`config.mk`:
```
export PLATFORM = sky130hd
export DESIGN_NAME = morse_character_keyer_flat
export DESIGN_NICKNAME = d
export VERILOG_FILES = /design/src/rtl/mck_pkg.sv /design/src/rtl/mck_req_if.sv /design/src/rtl/mck_rsp_if.sv /design/src/rtl/morse_character_keyer.sv /design/src/rtl/mck_sequencer.sv /design/src/flat_wrapper.sv
export SDC_FILE = /design/constraint.sdc
export NUM_CORES = 1
export LEC_CHECK = 0
export BUFFER_PORTS_ARGS = -buffer_cell sky130_fd_sc_hd__buf_2
export CELL_PAD_IN_SITES_DETAIL_PLACEMENT = 1
export CELL_PAD_IN_SITES_GLOBAL_PLACEMENT = 2
export CORE_ASPECT_RATIO = 0.9
export CORE_UTILIZATION = 34
export CTS_CLUSTER_SIZE = 30
export DETAILED_ROUTE_END_ITERATION = 7
export HOLD_SLACK_MARGIN = 0.03
export PLACE_DENSITY = 0.75
export SLEW_MARGIN = 20
export SYNTH_ARGS = -nofsm -noshare
export SYNTH_HDL_FRONTEND = slang
export SYNTH_SLANG_ARGS = --single-unit
```
`constraint.sdc`:
```
create_clock -name clock -period 2.9 [get_ports clock]
set_input_delay 0.58 -clock clock [delete_from_list [all_inputs] [get_ports clock]]
set_output_delay 0.58 -clock clock [all_outputs]
set_load 0.01 [all_outputs]
```
`src/rtl/mck_pkg.sv`:
```
`timescale 1ns / 1ps

package mck_pkg;

   localparam int unsigned CHAR_W = 8;
   localparam int unsigned UNIT_W = 10;
   localparam int unsigned DUR_W = 13;
   localparam int unsigned UNITS_W = 3;
   localparam int unsigned LEN_W = 3;
   localparam int unsigned PAT_W = 5;
   localparam int unsigned CNT_W = 4;

   localparam logic [UNIT_W-1:0] UNIT_TIME_RESET = 10'd60;

   localparam logic [UNITS_W-1:0] DOT_UNITS = 3'd1;
   localparam logic [UNITS_W-1:0] DASH_UNITS = 3'd3;
   localparam logic [UNITS_W-1:0] GAP_UNITS = 3'd1;
   localparam logic [UNITS_W-1:0] CHAR_END_UNITS = 3'd3;
   localparam logic [UNITS_W-1:0] SPACE_UNITS = 3'd5;

   localparam logic [CHAR_W-1:0] CHAR_SPACE = 8'h20;

   typedef enum logic [1:0] {
      KIND_NONE,
      KIND_SPACE,
      KIND_GLYPH
   } kind_type;

   // Elements are left aligned in pat: the first element sits in the top bit, 1 is a dash.
   typedef struct packed {
      kind_type           kind;
      logic [LEN_W-1:0]   len;
      logic [PAT_W-1:0]   pat;
   } glyph_type;

   typedef struct packed {
      logic               key_on;
      logic [UNITS_W-1:0] units;
      logic               last;
   } segment_type;

   function automatic glyph_type decode_char(input logic [CHAR_W-1:0] c);
      glyph_type g;
      g.kind = KIND_GLYPH;
      g.len = 3'd0;
      g.pat = 5'b00000;
      unique case (c)
         8'h20: g.kind = KIND_SPACE;
         8'h41: begin g.len = 3'd2; g.pat = 5'b01000; end
         8'h42: begin g.len = 3'd4; g.pat = 5'b10000; end
         8'h43: begin g.len = 3'd4; g.pat = 5'b10100; end
         8'h44: begin g.len = 3'd3; g.pat = 5'b10000; end
         8'h45: begin g.len = 3'd1; g.pat = 5'b00000; end
         8'h46: begin g.len = 3'd4; g.pat = 5'b00100; end
         8'h47: begin g.len = 3'd3; g.pat = 5'b11000; end
         8'h48: begin g.len = 3'd4; g.pat = 5'b00000; end
         8'h49: begin g.len = 3'd2; g.pat = 5'b00000; end
         8'h4A: begin g.len = 3'd4; g.pat = 5'b01110; end
         8'h4B: begin g.len = 3'd3; g.pat = 5'b10100; end
         8'h4C: begin g.len = 3'd4; g.pat = 5'b01000; end
         8'h4D: begin g.len = 3'd2; g.pat = 5'b11000; end
         8'h4E: begin g.len = 3'd2; g.pat = 5'b10000; end
         8'h4F: begin g.len = 3'd3; g.pat = 5'b11100; end
         8'h50: begin g.len = 3'd4; g.pat = 5'b01100; end
         8'h51: begin g.len = 3'd4; g.pat = 5'b11010; end
         8'h52: begin g.len = 3'd3; g.pat = 5'b01000; end
         8'h53: begin g.len = 3'd3; g.pat = 5'b00000; end
         8'h54: begin g.len = 3'd1; g.pat = 5'b10000; end
         8'h55: begin g.len = 3'd3; g.pat = 5'b00100; end
         8'h56: begin g.len = 3'd4; g.pat = 5'b00010; end
         8'h57: begin g.len = 3'd3; g.pat = 5'b01100; end
         8'h58: begin g.len = 3'd4; g.pat = 5'b10010; end
         8'h59: begin g.len = 3'd4; g.pat = 5'b10110; end
         8'h5A: begin g.len = 3'd4; g.pat = 5'b11000; end
         8'h30: begin g.len = 3'd5; g.pat = 5'b11111; end
         8'h31: begin g.len = 3'd5; g.pat = 5'b01111; end
         8'h32: begin g.len = 3'd5; g.pat = 5'b00111; end
         8'h33: begin g.len = 3'd5; g.pat = 5'b00011; end
         8'h34: begin g.len = 3'd5; g.pat = 5'b00001; end
         8'h35: begin g.len = 3'd5; g.pat = 5'b00000; end
         8'h36: begin g.len = 3'd5; g.pat = 5'b10000; end
         8'h37: begin g.len = 3'd5; g.pat = 5'b11000; end
         8'h38: begin g.len = 3'd5; g.pat = 5'b11100; end
         8'h39: begin g.len = 3'd5; g.pat = 5'b11110; end
         default: g.kind = KIND_NONE;
      endcase
      return g;
   endfunction

endpackage

```
`src/rtl/mck_req_if.sv`:
```
`timescale 1ns / 1ps

interface mck_req_if;
   logic                        valid;
   logic                        ready;
   logic [mck_pkg::CHAR_W-1:0]  char_code;

   modport source (output valid, output char_code, input ready);
   modport sink (input valid, input char_code, output ready);
endinterface

```
`src/rtl/mck_rsp_if.sv`:
```
`timescale 1ns / 1ps

interface mck_rsp_if;
   logic                        valid;
   logic                        ready;
   logic                        key_on;
   logic [mck_pkg::DUR_W-1:0]   duration;
   logic                        last;

   modport source (output valid, output key_on, output duration, output last, input ready);
   modport sink (input valid, input key_on, input duration, input last, output ready);
endinterface

```
`src/rtl/morse_character_keyer.sv`:
```
`timescale 1ns / 1ps

// Sends one ASCII character per transfer as Morse keying segments, one segment per cycle
// while the output is not stalled. A capital letter or digit with n elements yields 2n+1
// segments and so occupies the segment sequencer until its last segment leaves it, a space
// yields one segment, and any other code yields nothing and is dropped at decode. The path
// is four register stages deep (decode, sequencer, segment, duration), and the first
// segment of a character passes through them in that order. The unit time register may be
// written only while no character is in flight.

module morse_character_keyer (
   input  logic                        clock,
   input  logic                        reset,
   mck_req_if.sink                     req_chan,
   mck_rsp_if.source                   rsp_chan,
   input  logic                        csr_wr_en,
   input  logic [mck_pkg::UNIT_W-1:0]  csr_wr_data
);

   logic [mck_pkg::UNIT_W-1:0]  unit_time_ff;

   logic                        dec_v_ff;
   mck_pkg::glyph_type          dec_ff;
   mck_pkg::glyph_type          dec_in;
   logic                        dec_ready;

   logic                        seq_in_ready;
   logic                        seq_out_valid;
   mck_pkg::segment_type        seq_out_seg;

   logic                        out_v_ff;
   logic                        key_on_ff;
   logic [mck_pkg::DUR_W-1:0]   duration_ff;
   logic [mck_pkg::DUR_W-1:0]   duration_in;
   logic                        last_ff;
   logic                        out_ready;

   always_ff @(posedge clock) begin
      if (reset) begin
         unit_time_ff <= mck_pkg::UNIT_TIME_RESET;
      end else if (csr_wr_en) begin
         unit_time_ff <= csr_wr_data;
      end
   end

   assign dec_in = mck_pkg::decode_char(req_chan.char_code);
   assign dec_ready = !dec_v_ff || seq_in_ready;
   assign req_chan.ready = dec_ready;

   always_ff @(posedge clock) begin
      if (reset) begin
         dec_v_ff <= 1'b0;
      end else if (dec_ready) begin
         dec_v_ff <= req_chan.valid && (dec_in.kind != mck_pkg::KIND_NONE);
      end
   end

   always_ff @(posedge clock) begin
      if (dec_ready) begin
         dec_ff <= dec_in;
      end
   end

   mck_sequencer u_sequencer (
      .clock     (clock),
      .reset     (reset),
      .in_valid  (dec_v_ff),
      .in_ready  (seq_in_ready),
      .in_glyph  (dec_ff),
      .out_valid (seq_out_valid),
      .out_ready (out_ready),
      .out_seg   (seq_out_seg)
   );

   assign out_ready = !out_v_ff || rsp_chan.ready;
   assign duration_in = mck_pkg::DUR_W'(seq_out_seg.units) * mck_pkg::DUR_W'(unit_time_ff);

   always_ff @(posedge clock) begin
      if (reset) begin
         out_v_ff <= 1'b0;
      end else if (out_ready) begin
         out_v_ff <= seq_out_valid;
      end
   end

   always_ff @(posedge clock) begin
      if (out_ready && seq_out_valid) begin
         key_on_ff <= seq_out_seg.key_on;
         duration_ff <= duration_in;
         last_ff <= seq_out_seg.last;
      end
   end

   assign rsp_chan.valid = out_v_ff;
   assign rsp_chan.key_on = key_on_ff;
   assign rsp_chan.duration = duration_ff;
   assign rsp_chan.last = last_ff;

endmodule

```
`src/rtl/mck_sequencer.sv`:
```
`timescale 1ns / 1ps

module mck_sequencer (
   input  logic                 clock,
   input  logic                 reset,
   input  logic                 in_valid,
   output logic                 in_ready,
   input  mck_pkg::glyph_type   in_glyph,
   output logic                 out_valid,
   input  logic                 out_ready,
   output mck_pkg::segment_type out_seg
);

   logic                          busy_ff;
   mck_pkg::glyph_type            glyph_ff;
   logic [mck_pkg::CNT_W-1:0]     cnt_ff;
   logic                          seg_v_ff;
   mck_pkg::segment_type          seg_ff;

   mck_pkg::segment_type          seg_in;
   logic [mck_pkg::PAT_W-1:0]     pat_sh;
   logic                          seg_ready;
   logic                          push;
   logic                          done;

   always_comb begin
      pat_sh = glyph_ff.pat << cnt_ff[mck_pkg::CNT_W-1:1];
      priority if (glyph_ff.kind == mck_pkg::KIND_SPACE) begin
         seg_in = '{key_on: 1'b0, units: mck_pkg::SPACE_UNITS, last: 1'b1};
      end else if (cnt_ff == {glyph_ff.len, 1'b0}) begin
         seg_in = '{key_on: 1'b0, units: mck_pkg::CHAR_END_UNITS, last: 1'b1};
      end else if (!cnt_ff[0]) begin
         seg_in = '{key_on: 1'b1,
                    units: pat_sh[mck_pkg::PAT_W-1] ? mck_pkg::DASH_UNITS : mck_pkg::DOT_UNITS,
                    last: 1'b0};
      end else begin
         seg_in = '{key_on: 1'b0, units: mck_pkg::GAP_UNITS, last: 1'b0};
      end
   end

   assign seg_ready = !seg_v_ff || out_ready;
   assign push = busy_ff && seg_ready;
   assign done = push && seg_in.last;
   assign in_ready = !busy_ff || done;

   always_ff @(posedge clock) begin
      if (reset) begin
         busy_ff <= 1'b0;
         seg_v_ff <= 1'b0;
      end else begin
         if (in_valid && in_ready) begin
            busy_ff <= 1'b1;
         end else if (done) begin
            busy_ff <= 1'b0;
         end
         if (seg_ready) begin
            seg_v_ff <= push;
         end
      end
   end

   always_ff @(posedge clock) begin
      if (in_valid && in_ready) begin
         glyph_ff <= in_glyph;
         cnt_ff <= '0;
      end else if (push) begin
         cnt_ff <= cnt_ff + 1'b1;
      end
      if (push) begin
         seg_ff <= seg_in;
      end
   end

   assign out_valid = seg_v_ff;
   assign out_seg = seg_ff;

endmodule

```
`src/flat_wrapper.sv`:
```
// flat-port wrapper written by rule: the top's interface ports become plain ports
module morse_character_keyer_flat 
  (clock, reset, csr_wr_en, csr_wr_data, req_chan_valid, req_chan_char_code, req_chan_ready, rsp_chan_valid, rsp_chan_key_on, rsp_chan_duration, rsp_chan_last, rsp_chan_ready);
  mck_req_if req_chan_i ();
  mck_rsp_if rsp_chan_i ();
  input  logic clock;
  input  logic reset;
  input  logic csr_wr_en;
  input  logic [mck_pkg::UNIT_W-1:0] csr_wr_data;
  input wire logic [$bits(req_chan_i.valid)-1:0] req_chan_valid;
  input wire logic [$bits(req_chan_i.char_code)-1:0] req_chan_char_code;
  output wire logic [$bits(req_chan_i.ready)-1:0] req_chan_ready;
  output wire logic [$bits(rsp_chan_i.valid)-1:0] rsp_chan_valid;
  output wire logic [$bits(rsp_chan_i.key_on)-1:0] rsp_chan_key_on;
  output wire logic [$bits(rsp_chan_i.duration)-1:0] rsp_chan_duration;
  output wire logic [$bits(rsp_chan_i.last)-1:0] rsp_chan_last;
  input wire logic [$bits(rsp_chan_i.ready)-1:0] rsp_chan_ready;
  assign req_chan_i.valid = req_chan_valid;
  assign req_chan_i.char_code = req_chan_char_code;
  assign req_chan_ready = req_chan_i.ready;
  assign rsp_chan_valid = rsp_chan_i.valid;
  assign rsp_chan_key_on = rsp_chan_i.key_on;
  assign rsp_chan_duration = rsp_chan_i.duration;
  assign rsp_chan_last = rsp_chan_i.last;
  assign rsp_chan_i.ready = rsp_chan_ready;
  morse_character_keyer u_core (.clock(clock), .reset(reset), .req_chan(req_chan_i), .rsp_chan(rsp_chan_i), .csr_wr_en(csr_wr_en), .csr_wr_data(csr_wr_data));
endmodule
```
==> impl_results.md, run 1 <==
* Remaining DRCs at 0
* Hold Path Class: reg -> reg
* Post-Syn Instances at 327
* Wire length per cell at 14.8 um
* Grt ovf at 0
* Core Box Area at 9700 um^2
* LEAKAGE at 1.61 nW
* First-pass GRT wire length at 12800 um
* Synthesized area per cell at 10.4 um^2
* Sequential fraction of the synthesis area at 45.1%
* Share of total power in sequential cells at 46.7%
* Post-detail-place hpwl at 5300 um
* Syn Std Cell Area at 3390 um^2
* Cell Pwr Density at 522 nW/um^2
* Die width at 107 um
* Layout cells sized above 1 at 20.4%
* H-tree levels at 3
* Pins Over Slew Limit at 0
* Row cnt at 34
* Sw Pwr at 0.540 mW
* Pin count of the biggest net entering global routing at 32
* Critical path required time at 2990 ps
* Synth Register Bits at 57
* Postcts setup bufs at 0
* Nets at 413
* CP peak stage delay at 460 ps
* Cell area after layout at 3950 um^2
* CP Max Fanout at 2
* Clock-pin slew on the worst setup and hold paths at 70 ps
* TritonCTS clock tree: yes
* Via density at 5.09
* VDD IR max at 0.200 mV
* Pre-CTS setup slack at -3.03 ps
* Initial core utilization at 35.0%
* Most frequent cells in the layout: buf_2 (39), edfxtp_1 (39), nand2_1 (30)
* Unrepaired setup endpoints after global routing: false
* Critical path class: reg -> reg
* Status: complete, no violations
* # Max-Cap Violations at 0
* CP arrival at 2830 ps
* # IOs at 40
* TritonCTS buffer count at 9
* Via count at 2540
* Sw Ratio at 26.2%
* CTS max path bufs at 2
* Worst-Skew Late Latency at 340 ps
* Startpoint types: flop
* Fin crit period at 2750 ps
* Routed Antenna Nets at 0
* Highest Clock Rate at 0.364 GHz
* Family with the most delay on the worst path: adder cells
* Final hold vios at 0
* Setup crit end kind: flop
* Clk sink count at 57
* Dpl cell area at 3720 um^2
* Final wirelength at 7370 um
* Comb pwr share at 17.0%
* Fin util at 40.7%
* # setup viols final at 0
* DRT iter0 DRCs at 68
* Final total power at 2.06 mW
* Storage cell area at 1530 um^2
* Initial antenna violation count at 0
* Relative slew margins at 66.7%
* Cts hold-fix bufs at 0
* Top_reg_cell synth: edfxtp_1
* TritonRoute pass-1 iters at 4
* Yosys top cell area share at 34.5%
* Ys Warns at 0
* Multi-input gate area at 1730 um^2
* Final period util at 94.7%
* Cell Int Power at 1.52 mW
* Crit path max-delay cell type: fa_1
* Antenna diode count at 0
* Vias in the first global route at 2614
* Syn_nets at 372
* Setup TNS Final at 0 ps
* Post-synth EDFFs at 39
* Cell taking the most area after synthesis: edfxtp_1
* Worst Skew at 9.04 ps
* Clock share of power at 36.3%
* Filler Cells Inserted at 1117
* GRT Resource Usage Total at 16.0%
* Top post-synthesis cells by area: edfxtp_1 (35%), dfxtp_1 (11%), fa_1 (5.3%)
* Die area at 10400 um^2
* Worst path cell trace: and2_1, fa_1, ha_2, fa_2, a21o_1, a211oi_2, nor2_1, o41ai_2, o21ai_1
* FFs w/ async S/R, synth at 0%
* Vert. Die Dim at 96.8 um
* Worst-Margin Slew at 500 ps
* PnR worst setup slack at 154 ps
* Unique masters post-synth at 61
* I/O Buffers at 39
* Clk root buf: clkbuf_8
* Final estimated routing congestion in global placement at 0.782
* WP buf/inv at 0
* Area growth syn-to-layout at 16.3%
-- metal layers --
metal  global-route usage, %  part of all wire, %  routed length [um]  up-vias
met5                       0                    0                   0        -
met4                    6.64                  1.6                 117        0
met3                    3.91                  2.8                 210       11
met2                    26.1                   50                3650       35
met1                    20.2                   46                3390     1237
li1                        -                    -                   -     1257
-- layout make-up --
class | count | area share, %
multi-input cells | 233 | 43.8
flip-flops and latches | 57 | 38.8
repair buffers | 47 | 6.47
clock buffers | 13 | 4.03
well taps | 126 | 3.99
inverters | 20 | 1.90
clock inverters | 3 | 0.983
-- state kept, by name, indices dropped and copies added (netlist names) --
signal / count
u_core.u_sequencer.busy_ff: 1
u_core.rsp_chan.last: 1
u_core.rsp_chan.duration: 13
u_core.rsp_chan.key_on: 1
u_core.u_sequencer.glyph_ff: 10
u_core.u_sequencer.cnt_ff: 4
u_core.u_sequencer.out_valid: 1
u_core.unit_time_ff: 10
u_core.u_sequencer.out_seg: 4
u_core.dec_ff: 10
u_core.rsp_chan.valid: 1
u_core.dec_v_ff: 1
-- cell usage after synthesis (2+ instances only) --
| cell type | count |
|---|---|
| edfxtp_1 | 39 |
| nand2_1 | 30 |
| nor2_1 | 24 |
| inv_1 | 20 |
| dfxtp_1 | 18 |
| a21oi_1 | 16 |
| ha_1 | 13 |
| and2_1 | 12 |
| o21ai_0 | 12 |
| xnor2_1 | 11 |
| mux2i_1 | 10 |
| nor2b_1 | 10 |
| fa_1 | 9 |
| clkbuf_1 | 7 |
| nand2b_1 | 7 |
| buf_2 | 5 |
| o22ai_1 | 5 |
| a211oi_1 | 4 |
| xor2_1 | 4 |
| a211o_1 | 3 |
| a21o_1 | 3 |
| a2bb2oi_1 | 3 |
| a31oi_1 | 3 |
| a32oi_1 | 3 |
| nand3_1 | 3 |
| nand4_1 | 3 |
| o211ai_1 | 3 |
| or2_2 | 3 |
| or4_1 | 3 |
| a22o_1 | 2 |
| and3_1 | 2 |
| buf_1 | 2 |
| buf_6 | 2 |
| nand3b_1 | 2 |
| nor3_1 | 2 |
| nor4_1 | 2 |
| o21a_1 | 2 |
| o21bai_1 | 2 |
-- power groups by stage --
stage	clock [mW]	combinational (mW)	sequential (mW)
after floorplan	0	0.262	0.969
after global placement	0	0.330	0.980
after detailed placement	0	0.338	0.982
after CTS	0.781	0.342	0.964
after global routing	0.814	0.402	0.972
final	0.748	0.350	0.964
-- stage by stage --
step | hold slack [ps] | cells
6_report | 420 | 499
5_1_grt | 427 | 499
4_1_cts | 422 | 499
3_5_place_dp | 406 | 483
3_3_place_gp | 405 | 483
2_1_floorplan | 400 | 327
-- logic make-up after synthesis --
group           count (synthesis)  synth area share, %
simple gates                  113                 17.8
compound gates                 72                 14.6
flops                          57                 45.1
buf+inv                        37                 4.83
fa+ha+maj                      22                 10.1
xor+xnor                       15                 3.87
mux                            11                 3.61
-- what timing repair did --
action,4_1_cts,5_1_grt
pin swaps,2,1
setup endpoints to repair,1,3
resized for setup,2,5
-- worst paths after layout --
kind                                               startpoint                              to  slack (ps)  cells past startpoint
worst max-delay path            u_core.u_sequencer.out_seg[3]    u_core.rsp_chan.duration[12]         150                      9
worst min-delay path                         u_core.dec_ff[0]  u_core.u_sequencer.glyph_ff[0]         420                      0
worst max register to register  u_core.u_sequencer.out_seg[3]    u_core.rsp_chan.duration[12]         150                      9
worst min register to register               u_core.dec_ff[0]  u_core.u_sequencer.glyph_ff[0]         420                      0
No activity file was read; power rests on OpenSTA's default activity.
==> inputs of run 2 (changes only) <==
--- a/config.mk
+++ b/config.mk
@@ -14,6 +14,7 @@
 export DETAILED_ROUTE_END_ITERATION = 7
 export HOLD_SLACK_MARGIN = 0.03
 export PLACE_DENSITY = 0.75
+export RECOVER_POWER = 100
 export SLEW_MARGIN = 20
 export SYNTH_ARGS = -nofsm -noshare
 export SYNTH_HDL_FRONTEND = slang
==> impl_results.md, run 2 (synthesis results as in run 1) <==
* Via count at 2540
* Layout cells sized above 1 at 13.9%
* Initial core utilization at 35.0%
* Nets at 413
* Cell Int Power at 1.52 mW
* TritonCTS buffer count at 9
* Clk root buf: clkbuf_8
* Clock share of power at 36.4%
* Area growth syn-to-layout at 15.1%
* Dpl cell area at 3720 um^2
* Commonest non-fill, non-tap cell in the layout: edfxtp_1
* Cts hold-fix bufs at 0
* Reg2reg end: u_core.rsp_chan.duration[12]
* Unrepaired setup endpoints after global routing: false
* Met3 WL at 223 um
* Worst Setup SP: u_core.u_sequencer.out_seg[3]
* # setup viols final at 0
* Pins Over Slew Limit at 0
* DRT iter0 DRCs at 74
* Largest register FFs at 13
* Final hold vios at 0
* Remaining DRCs at 0
* Metal2 WL at 3660 um
* Crit path depth at 9
* Family with the most delay on the worst path: adder cells
* Vias in the first global route at 2614
* Worst R2R Setup Slack at 140 ps
* Hold Path Class: reg -> reg
* Final estimated routing congestion in global placement at 0.782
* Vert. Die Dim at 96.8 um
* Status: complete, no violations
* Sw Ratio at 26.2%
* CP peak stage delay at 460 ps
* WP buf/inv at 0
* I/O Buffers at 39
* Grt ovf at 0
* Critical path class: reg -> reg
* Top Layer Used: met4
* Critical path required time at 2990 ps
* Worst path cell trace: and2_1, fa_1, ha_2, fa_2, a21o_1, a211oi_1, nor2_1, o41ai_2, o21ai_1
* Multi-input gate area at 1730 um^2
* Startpoint types: flop
* # IOs at 40
* WL met1 at 3360 um
* VDD IR max at 0.200 mV
* Crit path max-delay cell type: fa_1
* Cell area after layout at 3910 um^2
* Sw Pwr at 0.539 mW
* Die area at 10400 um^2
* Initial antenna violation count at 0
* LEAKAGE at 1.54 nW
* Row cnt at 34
* GRT Resource Usage Total at 16.0%
* Clock-pin slew on the worst setup and hold paths at 70 ps
* CP Max Fanout at 2
* Storage cell area at 1530 um^2
* Final period util at 95.3%
* # Max-Cap Violations at 0
* Wire length per cell at 14.7 um
* Post-detail-place hpwl at 5300 um
* First-pass GRT wire length at 12800 um
* CP Capture Point: u_core.rsp_chan.duration[12]
* Relative slew margins at 28.6%
* Worst Skew at 9.02 ps
* Antenna diode count at 0
* Worst flop-to-flop path startpoint: u_core.u_sequencer.out_seg[3]
* Most frequent cells in the layout: edfxtp_1 (39), nand2_1 (30), clkbuf_1 (25)
* Comb pwr share at 16.8%
* Via density at 5.09
* TritonRoute pass-1 iters at 4
* Core Box Area at 9700 um^2
* Pin count of the biggest net entering global routing at 32
* Postcts setup bufs at 0
* Worst-Margin Slew at 1070 ps
* Cell Pwr Density at 527 nW/um^2
* Share of total power in sequential cells at 46.8%
* Worst-Skew Late Latency at 340 ps
* Setup crit end kind: flop
* Final Non-Filler Cells at 499
* Routed Antenna Nets at 0
* Dpl cells at 483
* TritonCTS clock tree: yes
* Final wirelength at 7360 um
* Highest Clock Rate at 0.362 GHz
* Clk sink count at 57
* R2R cell count at 9
* Filler Cells Inserted at 1110
* CTS max path bufs at 2
* Die width at 107 um
* Setup TNS Final at 0 ps
* Fin crit period at 2760 ps
* H-tree levels at 3
* CP arrival at 2850 ps
run 2: what timing repair did:
action / 4_1_cts / 5_1_grt
resized for setup: 2 / 5
endpoints found under the setup margin: 1 / 3
pin swaps: 2 / 1
run 2: layout make-up:
class                      count  area share [%]
tap                          126            4.04
timing repair buffer          47            5.61
inverter                      20            1.92
sequential                    57            39.2
clock inverter                 3           0.993
multi-input combinational    233            44.2
clock buffer                  13            4.07
run 2: worst min path at each step:
| stage | cells past startpoint | to | start |
|---|---|---|---|
| global placement | 0 | u_core.u_sequencer.glyph_ff[2] | u_core.dec_ff[2] |
| global route | 0 | u_core.u_sequencer.glyph_ff[1] | u_core.dec_ff[1] |
| CTS | 0 | u_core.rsp_chan.last | u_core.u_sequencer.out_seg[0] |
| detailed placement | 0 | u_core.rsp_chan.last | u_core.u_sequencer.out_seg[0] |
| finish | 0 | u_core.u_sequencer.glyph_ff[0] | u_core.dec_ff[0] |
| floorplan | 0 | u_core.rsp_chan.key_on | u_core.u_sequencer.out_seg[4] |
run 2: stage by stage:
stage                     setup slack, ps  hold WS (ps)  total power [mW]  utilization [%]
after floorplan                      27.7           400              1.23                -
final                                 138           420              2.06             40.3
after detailed placement            -3.03           406              1.32             38.3
after global routing                 4.02           427              2.18             40.3
after CTS                            8.75           422              2.09             40.4
after global placement               67.7           405              1.31             38.3
run 2: routing by layer:
layer / GRT usage, % / vias to the layer above
met5: 0 / -
met3: 3.91 / 11
li1: - / 1257
met2: 26.1 / 37
met1: 20.2 / 1235
met4: 6.64 / 0
run 2: power groups by stage:
stage / sequential, mW / clock (mW) / combinational [mW]
CTS: 0.964 / 0.781 / 0.342
finish: 0.964 / 0.748 / 0.346
global route: 0.972 / 0.814 / 0.396
detailed placement: 0.982 / 0 / 0.338
floorplan: 0.969 / 0 / 0.262
global placement: 0.980 / 0 / 0.330
